$ cat src/hw/rtl/sdfc_pkg.sv
package sdfc_pkg;

  localparam logic [7:0] SYNC0  = 8'hAA;
  localparam logic [7:0] SYNC1  = 8'h55;
  localparam logic [7:0] TRAIL0 = 8'h0D;
  localparam logic [7:0] TRAIL1 = 8'h0A;

  localparam logic [15:0] CRC_POLY      = 16'h1021;
  localparam logic [15:0] CRC_INIT      = 16'h0000;
  localparam logic [15:0] MAX_LEN_RESET = 16'd4096;

  localparam int ADDR_W = 3;
  localparam logic REG_MAX_LEN = 1'b0;

  typedef enum logic [9:0] {
    PH_HUNT0   = 10'b00_0000_0001,
    PH_HUNT1   = 10'b00_0000_0010,
    PH_TYPE    = 10'b00_0000_0100,
    PH_LENLO   = 10'b00_0000_1000,
    PH_LENHI   = 10'b00_0001_0000,
    PH_PAYLOAD = 10'b00_0010_0000,
    PH_CRCLO   = 10'b00_0100_0000,
    PH_CRCHI   = 10'b00_1000_0000,
    PH_TRL0    = 10'b01_0000_0000,
    PH_TRL1    = 10'b10_0000_0000
  } phase_t;

  typedef enum logic [1:0] {
    ST_OK          = 2'd0,
    ST_CRC_ERR     = 2'd1,
    ST_TRAILER_ERR = 2'd2,
    ST_LEN_ERR     = 2'd3
  } status_t;

  typedef enum logic {
    KIND_DATA   = 1'b0,
    KIND_STATUS = 1'b1
  } kind_t;

  typedef struct packed {
    logic        kind;
    logic [7:0]  data_byte;
    logic [7:0]  frame_type;
    logic [15:0] payload_len;
    logic [1:0]  status;
    logic        last;
  } result_t;

  typedef struct packed {
    logic    valid;
    result_t res;
  } result_req_t;

endpackage

$ cat src/hw/rtl/sdfc_if.sv
interface sdfc_in_if;
  logic       valid;
  logic       ready;
  logic [7:0] rx_byte;

  modport source (output valid, output rx_byte, input ready);
  modport sink (input valid, input rx_byte, output ready);
endinterface

interface sdfc_out_if;
  logic        valid;
  logic        ready;
  logic        kind;
  logic [7:0]  data_byte;
  logic [7:0]  frame_type;
  logic [15:0] payload_len;
  logic [1:0]  status;
  logic        last;

  modport source (
    output valid, output kind, output data_byte, output frame_type,
    output payload_len, output status, output last, input ready
  );
  modport sink (
    input valid, input kind, input data_byte, input frame_type,
    input payload_len, input status, input last, output ready
  );
endinterface

$ cat src/hw/rtl/sdfc_crc16.sv
module sdfc_crc16 (
  input  logic [15:0] crc_in,
  input  logic [7:0]  data,
  output logic [15:0] crc_out
);

  always_comb begin
    logic [15:0] c;
    c = crc_in ^ {data, 8'h00};
    for (int i = 0; i < 8; i++) begin
      if (c[15]) begin
        c = {c[14:0], 1'b0} ^ sdfc_pkg::CRC_POLY;
      end else begin
        c = {c[14:0], 1'b0};
      end
    end
    crc_out = c;
  end

endmodule

$ cat src/hw/rtl/sdfc_ctrl.sv
module sdfc_ctrl (
  input  logic                     clk,
  input  logic                     rst,
  input  logic                     take,
  input  logic [7:0]               rx_byte,
  input  logic [15:0]              max_len,
  output sdfc_pkg::result_req_t    req
);

  sdfc_pkg::phase_t phase, phase_next;
  logic [15:0] running_crc, running_crc_next;
  logic [7:0]  type_reg, type_reg_next;
  logic [15:0] length_reg, length_reg_next;
  logic [15:0] byte_count, byte_count_next;
  logic [15:0] received_crc, received_crc_next;
  logic        trailer_bad, trailer_bad_next;

  logic [15:0] crc_seed;
  logic [15:0] crc_upd;
  logic [15:0] len_full;
  logic [15:0] count_inc;
  logic        trl_bad_now;

  // hunting phases restart the crc from zero
  assign crc_seed = (phase == sdfc_pkg::PH_TYPE || phase == sdfc_pkg::PH_LENLO ||
                     phase == sdfc_pkg::PH_LENHI || phase == sdfc_pkg::PH_PAYLOAD ||
                     (phase == sdfc_pkg::PH_HUNT1 && rx_byte == sdfc_pkg::SYNC1)) ?
                    running_crc : sdfc_pkg::CRC_INIT;

  sdfc_crc16 u_crc (
    .crc_in  (crc_seed),
    .data    (rx_byte),
    .crc_out (crc_upd)
  );

  assign len_full    = {rx_byte, length_reg[7:0]};
  assign count_inc   = byte_count + 16'd1;
  assign trl_bad_now = trailer_bad || (rx_byte != sdfc_pkg::TRAIL1);

  always_comb begin
    phase_next        = phase;
    running_crc_next  = running_crc;
    type_reg_next     = type_reg;
    length_reg_next   = length_reg;
    byte_count_next   = byte_count;
    received_crc_next = received_crc;
    trailer_bad_next  = trailer_bad;

    req.valid           = 1'b0;
    req.res.kind        = sdfc_pkg::KIND_STATUS;
    req.res.data_byte   = 8'h00;
    req.res.frame_type  = type_reg;
    req.res.payload_len = length_reg;
    req.res.status      = sdfc_pkg::ST_OK;
    req.res.last        = 1'b1;

    case (phase)
      sdfc_pkg::PH_HUNT1: begin
        if (rx_byte == sdfc_pkg::SYNC1) begin
          running_crc_next = crc_upd;
          phase_next       = sdfc_pkg::PH_TYPE;
        end else if (rx_byte == sdfc_pkg::SYNC0) begin
          running_crc_next = crc_upd;
        end else begin
          running_crc_next = sdfc_pkg::CRC_INIT;
          phase_next       = sdfc_pkg::PH_HUNT0;
        end
      end
      sdfc_pkg::PH_TYPE: begin
        type_reg_next    = rx_byte;
        running_crc_next = crc_upd;
        phase_next       = sdfc_pkg::PH_LENLO;
      end
      sdfc_pkg::PH_LENLO: begin
        length_reg_next  = {8'h00, rx_byte};
        running_crc_next = crc_upd;
        phase_next       = sdfc_pkg::PH_LENHI;
      end
      sdfc_pkg::PH_LENHI: begin
        length_reg_next  = len_full;
        running_crc_next = crc_upd;
        byte_count_next  = 16'd0;
        if (len_full > max_len) begin
          req.valid           = 1'b1;
          req.res.payload_len = len_full;
          req.res.status      = sdfc_pkg::ST_LEN_ERR;
          running_crc_next    = sdfc_pkg::CRC_INIT;
          phase_next          = sdfc_pkg::PH_HUNT0;
        end else if (len_full == 16'd0) begin
          phase_next = sdfc_pkg::PH_CRCLO;
        end else begin
          phase_next = sdfc_pkg::PH_PAYLOAD;
        end
      end
      sdfc_pkg::PH_PAYLOAD: begin
        running_crc_next  = crc_upd;
        req.valid         = 1'b1;
        req.res.kind      = sdfc_pkg::KIND_DATA;
        req.res.data_byte = rx_byte;
        req.res.last      = 1'b0;
        byte_count_next   = count_inc;
        if (count_inc == length_reg) begin
          phase_next = sdfc_pkg::PH_CRCLO;
        end
      end
      sdfc_pkg::PH_CRCLO: begin
        received_crc_next = {8'h00, rx_byte};
        phase_next        = sdfc_pkg::PH_CRCHI;
      end
      sdfc_pkg::PH_CRCHI: begin
        received_crc_next = {rx_byte, received_crc[7:0]};
        trailer_bad_next  = 1'b0;
        phase_next        = sdfc_pkg::PH_TRL0;
      end
      sdfc_pkg::PH_TRL0: begin
        trailer_bad_next = (rx_byte != sdfc_pkg::TRAIL0);
        phase_next       = sdfc_pkg::PH_TRL1;
      end
      sdfc_pkg::PH_TRL1: begin
        trailer_bad_next = trl_bad_now;
        req.valid        = 1'b1;
        if (trl_bad_now) begin
          req.res.status = sdfc_pkg::ST_TRAILER_ERR;
        end else if (received_crc != running_crc) begin
          req.res.status = sdfc_pkg::ST_CRC_ERR;
        end else begin
          req.res.status = sdfc_pkg::ST_OK;
        end
        running_crc_next = sdfc_pkg::CRC_INIT;
        phase_next       = sdfc_pkg::PH_HUNT0;
      end
      default: begin
        // first sync byte, also any unused code
        if (rx_byte == sdfc_pkg::SYNC0) begin
          running_crc_next = crc_upd;
          phase_next       = sdfc_pkg::PH_HUNT1;
        end else begin
          running_crc_next = sdfc_pkg::CRC_INIT;
          phase_next       = sdfc_pkg::PH_HUNT0;
        end
      end
    endcase

    req.valid = req.valid && take;
  end

  always_ff @(posedge clk) begin
    if (rst) begin
      phase        <= sdfc_pkg::PH_HUNT0;
      running_crc  <= sdfc_pkg::CRC_INIT;
      type_reg     <= 8'h00;
      length_reg   <= 16'd0;
      byte_count   <= 16'd0;
      received_crc <= 16'd0;
      trailer_bad  <= 1'b0;
    end else if (take) begin
      phase        <= phase_next;
      running_crc  <= running_crc_next;
      type_reg     <= type_reg_next;
      length_reg   <= length_reg_next;
      byte_count   <= byte_count_next;
      received_crc <= received_crc_next;
      trailer_bad  <= trailer_bad_next;
    end
  end

endmodule

$ cat src/hw/rtl/sdfc_out_stage.sv
module sdfc_out_stage (
  input  logic                  clk,
  input  logic                  rst,
  input  sdfc_pkg::result_req_t req,
  output logic                  free,
  sdfc_out_if.source            res
);

  logic              valid;
  sdfc_pkg::result_t data;

  // a slot is open when none is held or the held request leaves this cycle
  assign free = !valid || res.ready;

  always_ff @(posedge clk) begin
    if (rst) begin
      valid <= 1'b0;
    end else if (free) begin
      valid <= req.valid;
    end
  end

  always_ff @(posedge clk) begin
    if (free && req.valid) begin
      data <= req.res;
    end
  end

  assign res.valid       = valid;
  assign res.kind        = data.kind;
  assign res.data_byte   = data.data_byte;
  assign res.frame_type  = data.frame_type;
  assign res.payload_len = data.payload_len;
  assign res.status      = data.status;
  assign res.last        = data.last;

endmodule

$ cat src/hw/rtl/serial_deframer_crc16_check_core.sv
// channel  | role   | payload
// ---------+--------+-------------------------------------------------------
// rx       | sink   | rx_byte
// res      | source | kind, data_byte, frame_type, payload_len, status, last
// apb      | slave  | max_payload_len at byte address 0
//
// one byte is taken per cycle while rx.ready is high; its request, if any, appears in the
// output register in the next cycle. the whole byte step (one-byte crc update and phase decode) sits between
// the deframer state and the output register
// rx.ready drops only while a request is held in the output register and
// res.ready is low
// rst is synchronous: hunting for sync, max_payload_len back to 4096
module serial_deframer_crc16_check_core (
  input  logic                        clk,
  input  logic                        rst,
  input  logic                        psel,
  input  logic                        penable,
  input  logic                        pwrite,
  input  logic [sdfc_pkg::ADDR_W-1:0] paddr,
  input  logic [31:0]                 pwdata,
  output logic [31:0]                 prdata,
  output logic                        pready,
  sdfc_in_if.sink                     rx,
  sdfc_out_if.source                  res
);

  logic [15:0]           max_len;
  logic                  free;
  logic                  take;
  sdfc_pkg::result_req_t req;

  assign pready = 1'b1;
  assign prdata = (paddr[2] == sdfc_pkg::REG_MAX_LEN) ? {16'h0000, max_len} : 32'h0;

  always_ff @(posedge clk) begin
    if (rst) begin
      max_len <= sdfc_pkg::MAX_LEN_RESET;
    end else if (psel && penable && pwrite && pready &&
                 paddr[2] == sdfc_pkg::REG_MAX_LEN) begin
      max_len <= pwdata[15:0];
    end
  end

  assign rx.ready = free;
  assign take     = rx.valid && free;

  sdfc_ctrl u_ctrl (
    .clk     (clk),
    .rst     (rst),
    .take    (take),
    .rx_byte (rx.rx_byte),
    .max_len (max_len),
    .req     (req)
  );

  sdfc_out_stage u_out (
    .clk  (clk),
    .rst  (rst),
    .req  (req),
    .free (free),
    .res  (res)
  );

endmodule

$ cat src/flat_wrapper.sv
// flat-port wrapper written by rule: the top's interface ports become plain ports
module serial_deframer_crc16_check_core_flat 
  (clk, rst, psel, penable, pwrite, paddr, pwdata, prdata, pready, rx_valid, rx_rx_byte, rx_ready, res_valid, res_kind, res_data_byte, res_frame_type, res_payload_len, res_status, res_last, res_ready);
  sdfc_in_if rx_i ();
  sdfc_out_if res_i ();
  input  logic clk;
  input  logic rst;
  input  logic psel;
  input  logic penable;
  input  logic pwrite;
  input  logic [sdfc_pkg::ADDR_W-1:0] paddr;
  input  logic [31:0] pwdata;
  output logic [31:0] prdata;
  output logic pready;
  input wire logic [$bits(rx_i.valid)-1:0] rx_valid;
  input wire logic [$bits(rx_i.rx_byte)-1:0] rx_rx_byte;
  output wire logic [$bits(rx_i.ready)-1:0] rx_ready;
  output wire logic [$bits(res_i.valid)-1:0] res_valid;
  output wire logic [$bits(res_i.kind)-1:0] res_kind;
  output wire logic [$bits(res_i.data_byte)-1:0] res_data_byte;
  output wire logic [$bits(res_i.frame_type)-1:0] res_frame_type;
  output wire logic [$bits(res_i.payload_len)-1:0] res_payload_len;
  output wire logic [$bits(res_i.status)-1:0] res_status;
  output wire logic [$bits(res_i.last)-1:0] res_last;
  input wire logic [$bits(res_i.ready)-1:0] res_ready;
  assign rx_i.valid = rx_valid;
  assign rx_i.rx_byte = rx_rx_byte;
  assign rx_ready = rx_i.ready;
  assign res_valid = res_i.valid;
  assign res_kind = res_i.kind;
  assign res_data_byte = res_i.data_byte;
  assign res_frame_type = res_i.frame_type;
  assign res_payload_len = res_i.payload_len;
  assign res_status = res_i.status;
  assign res_last = res_i.last;
  assign res_i.ready = res_ready;
  serial_deframer_crc16_check_core u_core (.clk(clk), .rst(rst), .psel(psel), .penable(penable), .pwrite(pwrite), .paddr(paddr), .pwdata(pwdata), .prdata(prdata), .pready(pready), .rx(rx_i), .res(res_i));
endmodule
$ cat config.mk
export PLATFORM = sky130hd
export DESIGN_NAME = serial_deframer_crc16_check_core_flat
export DESIGN_NICKNAME = d
export VERILOG_FILES = /design/src/hw/rtl/sdfc_pkg.sv /design/src/hw/rtl/sdfc_if.sv /design/src/hw/rtl/sdfc_crc16.sv /design/src/hw/rtl/sdfc_ctrl.sv /design/src/hw/rtl/sdfc_out_stage.sv /design/src/hw/rtl/serial_deframer_crc16_check_core.sv /design/src/flat_wrapper.sv
export SDC_FILE = /design/constraint.sdc
export NUM_CORES = 1
export LEC_CHECK = 0
export BUFFER_PORTS_ARGS = -buffer_cell sky130_fd_sc_hd__buf_2
export CAP_MARGIN = 20
export CORE_MARGIN = 10
export CORE_UTILIZATION = 59
export CTS_BUF_LIST = sky130_fd_sc_hd__clkbuf_2 sky130_fd_sc_hd__clkbuf_4 sky130_fd_sc_hd__clkbuf_8
export DETAILED_ROUTE_END_ITERATION = 16
export PLACE_DENSITY = 0.88
export SLEW_MARGIN = 40
export SYNTH_ARGS = -nofsm -noshare
export SYNTH_HDL_FRONTEND = slang
export SYNTH_SLANG_ARGS = --single-unit
$ cat constraint.sdc
create_clock -name clk -period 4.85 [get_ports clk]
set_input_delay 0.2425 -clock clk [delete_from_list [all_inputs] [get_ports clk]]
set_output_delay 0.2425 -clock clk [all_outputs]
set_load 0.02 [all_outputs]
-- Yosys cells after proc, flatten, opt, wreduce, memory -nomap -nowiden
Index checks and enable logic that the tools add are counted.
- add/sub/neg operators: 1
- order comparisons: 1
- eq/ne operators: 17
- mux-type cells: 34
- bitwise operators: 13
- reduce and logical (&&, ||, !) cells: 31
- operators by type and width (cell ; count):
    $mux 13 ; 8
    $mux 16 ; 6
    $pmux 16 s2 ; 3
    $pmux 10 s9 ; 1
    $pmux 16 s5 ; 1
    $mux 10 ; 4
    $not 3->3 ; 8
    $mux 18 ; 1
    $add 16x1->16 const B ; 1
    $eq 16x16->1 ; 1
    $gt 16x16->1 ; 1
    $logic_not 16->1 ; 1
    $ne 16x16->1 ; 1
    $ne 8x4->1 const B ; 2
    $xor 16x16->16 ; 1
    $reduce_and 2->1 ; 6
    $eq 10x10->1 const B ; 1
    $eq 10x2->1 const B ; 1
    $eq 10x3->1 const B ; 1
    $eq 10x4->1 const B ; 1
    $eq 10x5->1 const B ; 1
    $eq 10x6->1 const B ; 1
    $eq 10x7->1 const B ; 1
    $eq 10x8->1 const B ; 1
    21 further kinds ; 43
- flip-flop bits (word level): 136
- bits of input ports: 50
- output and inout bits: 71
- word-level logic and storage cells: 114

-- Depth between registers and ports, before layout
- depth after elaboration: 26
- gate-level depth with buffers: 11
- mapped depth without buffers: 9

-- Cells and area by module
From an unflattened synthesis, not the netlist that was laid out.
- cells, all modules: 802
- area, all modules: 7608.5 sq um
- modules (own cells, without submodules) (module ; times used ; cells an instance ; area each (sq um) ; seq. area each (sq um)):
    sdfc_ctrl ; 1 ; 629 ; 5088.6 ; 1661.6
    sdfc_out_stage ; 1 ; 41 ; 1136.1 ; 1101.1
    serial_deframer_crc16_check_core ; 1 ; 107 ; 988.4 ; 320.3
    sdfc_crc16 ; 1 ; 25 ; 395.4 ; 0.0

-- Worst setup path before layout
OpenSTA, ideal clock, no wires.
- kind: register to register
- start: register u_core.max_len[1]
- end: register u_core.u_out.data (netlist bit u_core.u_out.res.data_byte[0]) (enable)
- library setup time: 0.427 ns
- data arrival time: 3.115 ns
- required time: 4.423 ns
- path slack: 1.308 ns
- stages on the path, launching flop included: 9
- buffers on the path: 0
- clock period less this slack: 3.542 ns
- cells stage by stage: dfxtp_1 -> inv_1 -> ha_1 -> nor2b_1 -> o211ai_1 -> a2111oi_0 -> o31a_1 -> nor3_1 -> nor2_1
- word-level cells in the longest chain between the ends: 5
- ends and longest elaborated chain (what ; line ; source):
    from (decl) ; serial_deframer_crc16_check_core.sv:27 ; logic [15:0] max_len;
    from (signal assigned) ; serial_deframer_crc16_check_core.sv:37 ; max_len <= sdfc_pkg::MAX_LEN_RESET;
    from (signal assigned) ; serial_deframer_crc16_check_core.sv:40 ; max_len <= pwdata[15:0];
    $gt 16x16->1 ; sdfc_ctrl.sv:83 ; if (len_full > max_len) begin
    $mux 1 ; sdfc_ctrl.sv:83 ;
    $pmux 1 s2 ; sdfc_ctrl.sv:57 ; case (phase)
    $logic_and 1x1->1 ; sdfc_ctrl.sv:144 ; req.valid = req.valid && take;
    $logic_and 1x1->1 ; sdfc_out_stage.sv:24 ; if (free && req.valid) begin
    to (signal assigned) ; sdfc_out_stage.sv:25 ; data <= req.res;
    to (decl) ; sdfc_out_stage.sv:10 ; sdfc_pkg::result_t data;
No other way between the ends.
A chain may end at the register's enable or synchronous reset.

-- Worst setup path in the final report
- start: register u_core.max_len[14]
- end: register u_core.u_out.data (netlist bit u_core.u_out.res.payload_len[1]) (enable)
The elaborated chain is that of the path after synthesis.

==> out/results.txt <==
status: finished clean
Hold WS: 13.07 ps
post-detail-place hpwl: 12930 um
Fmax: 294.8 MHz
synthesized cell area: 7316 sq um
Critical Path AT: 3560 ps
GR Overflow Total: 0
Hold Path Class: in -> reg
reg2reg end: u_core.u_out.res.payload_len[1]$_DFFE_PP_
Setup crit end kind: flop
clock sink count: 135
Final Max Slew Viols: 0
Final Power: 2.312 mW
Die X-Extent: 131.4 um
leakage: 3.322 nW
met2 Track Usage GR: 34.56%
Critical Path Fanout Max: 20
Yosys reg bits: 135
top post-synthesis cells by area: dfxtp_1, edfxtp_1, nand2_1
post-CTS setup buffers: 0
met3 Track Usage GR: 5.259%
minimum clock period: 3392 ps
cell area after layout: 8188 sq um
clk buf depth: 2
pin count of the biggest net entering global routing: 51
DP Area: 7729 sq um
final worst setup slack: 1458 ps
top-area cell type share of the netlist area: 27.36%
Util after Layout: 67.88%
first-pass GRT wire length: 30980 um
post-layout net count: 963
syn avg cell area: 8.678 sq um
GRT Resource Usage Total: 21.47%
PwrDens: 282.4 nW/um^2
Post-synth EDFFs: 35
First-pass DRT Iterations: 6
vias: 6347
warning count from the yosys run: 0
Place WS: 1408 ps
Setup-failing EPs final: 0
most numerous cell in the Yosys netlist: nand2_1
routability congestion estimate from global placement: 0.9130
Final Hold Fails: 0
share of cells above drive strength 1: 16.39%
die footprint: 17250 sq um
post-synthesis sequential area ratio: 41.73%
vias per cell: 5.893
clock transition at the registers of the reported paths: 80 ps
post-route ant nets: 0
top cells by count, synth: nand2_1, dfxtp_1, nor2_1
RSZ-0062 raised after global routing: false
FF-to-FF path depth: 8
worst clock skew: 15.42 ps
relative slew slack: 41.45%
Mapped Cells: 843
WL per Instance: 17.60 um
Synth cell types: 71
I/O Pins: 121
n_diodes: 0
ys async rst share: 0%
Die Y: 131.4 um
initial core utilization: 60.65%
Worst Max-Slew Pin Slew: 875.0 ps
Yosys top cell by area: dfxtp_1
critical path capture point: u_core.u_out.res.payload_len[1]$_DFFE_PP_
area grow syn2layout: 11.92%
drt drc: 0
CTS tree: built
Site Rows: 40
post-route non-filler standard cell count: 1077
clock root buffer: clkbuf_8
R2R Path Start: u_core.max_len[14]$_SDFFE_PP0P_
Tcrit/Tclk final: 69.95%
port buffer count: 85
maximum vdd ir drop: 0.0002292 V
max_cap viols: 0
setup TNS: 0 ps
Setup Crit Path Kind: reg -> reg
Required @ worst endpoint: 5020 ps
DRT Wirelength: 18950 um
routing usage on met1: 25.98%
CP Launch Type: flop
initial antenna violation count: 0
vias in the first global route: 6036
1st-iter DRT viols: 632
post-cts gate resize count: 0
grt peak-use layer: met2
CTS buffer count: 17
Worst-Skew Late Latency: 460 ps
htree depth: 4
DP Cell Count: 1042
crit path launch: u_core.max_len[14]$_SDFFE_PP0P_
Synth Flop Type: dfxtp_1
register-to-register setup slack: 1460 ps
core area: 12060 sq um
## critical path, stage by stage (launching register included)
cell and delay, ps:
dfxtp_1 350, inv_1 60, ha_1 290, nand4_1 190, a2111oi_0 590, o31a_1 670
nor3_1 200, nor2_4 500, buf_16 230
## logic make-up after synthesis
| kind of cell | after synthesis | share of synthesized area [%] |
|---|---|---|
| buffers and inverters | 102 | 6.533 |
| AO/OA/AOI/OAI | 155 | 12.95 |
| AND/OR/NAND/NOR | 332 | 22.95 |
| adder cells (fa/ha/maj) | 17 | 2.907 |
| multiplexers | 31 | 4.566 |
| XOR/XNOR | 69 | 8.261 |
| flip-flops | 135 | 41.73 |
| other | 2 | 0.1027 |
## worst min path at each step
| stage | startpoint | to | depth (start not counted) |
|---|---|---|---|
| CTS | pwdata[8] | u_core.max_len[8]$_SDFFE_PP0P_ | 3 |
| global placement | u_core.u_ctrl.type_reg[2]$_SDFFE_PP0P_ | u_core.u_out.res.frame_type[2]$_DFFE_PP_ | 0 |
| floorplan | pwdata[10] | u_core.max_len[10]$_SDFFE_PP0P_ | 2 |
| finish | pwdata[7] | u_core.max_len[7]$_SDFFE_PP0P_ | 3 |
| global route | pwdata[3] | u_core.max_len[3]$_SDFFE_PP0P_ | 3 |
| detailed placement | u_core.u_ctrl.type_reg[2]$_SDFFE_PP0P_ | u_core.u_out.res.frame_type[2]$_DFFE_PP_ | 0 |
## placed cells by master (no fill, tap or decap), types with 4 or more instances in the layout
cell type	Yosys	final
a21o_1	6	6
a21oi_1	55	55
a31oi_1	5	5
and2_1	14	14
and3_1	8	8
and4_1	4	4
buf_2	8	85
buf_4	18	4
bufinv_16	0	4
clkbuf_4	0	4
clkbuf_8	0	18
clkinv_2	0	4
conb_1	2	17
dfxtp_1	100	100
edfxtp_1	35	35
ha_1	17	17
inv_1	27	26
mux2_2	7	7
mux2i_1	21	21
nand2_1	113	113
nand2b_1	6	6
nand3_1	43	43
nand3b_1	4	4
nand4_1	16	16
nor2_1	56	55
nor2b_1	7	7
nor3_1	13	13
nor3b_1	10	10
nor4_1	11	11
o211ai_1	6	6
o21a_1	4	4
o21ai_0	45	45
o22ai_1	5	4
or3_1	5	5
or4_1	6	6
xnor2_1	33	33
xor2_1	36	36
## layout make-up
type	count	area, sq um
tap	168	210.2
timing repair buffer	94	524.3
fill	971	3874
sequential	135	3053
clock inverter	10	151.4
clock buffer	22	277.8
inverter	27	101.3
multi-input combinational	621	3870
## per-layer routing
metal | wire length, um | part of all wire (%)
met1 | 7917 | 42
met2 | 9054 | 48
met3 | 1403 | 7.4
met4 | 576 | 3.0
met5 | 0 | 0
## what timing repair did
action                                  in CTS  in global routing
hold buffers                                 3                  0
endpoints found under the hold margin        3                  0
endpoints found under the setup margin       0                  0
## power by group
group	internal, mW	switching [mW]	leakage (nW)	total [mW]
Sequential	1.15	0.00316	1.18	1.16
Combinational	0.0440	0.0989	1.92	0.143
Clock	0.591	0.423	0.222	1.01
Total	1.79	0.525	3.32	2.31
Note: power is estimated with default switching activity, not from simulation.
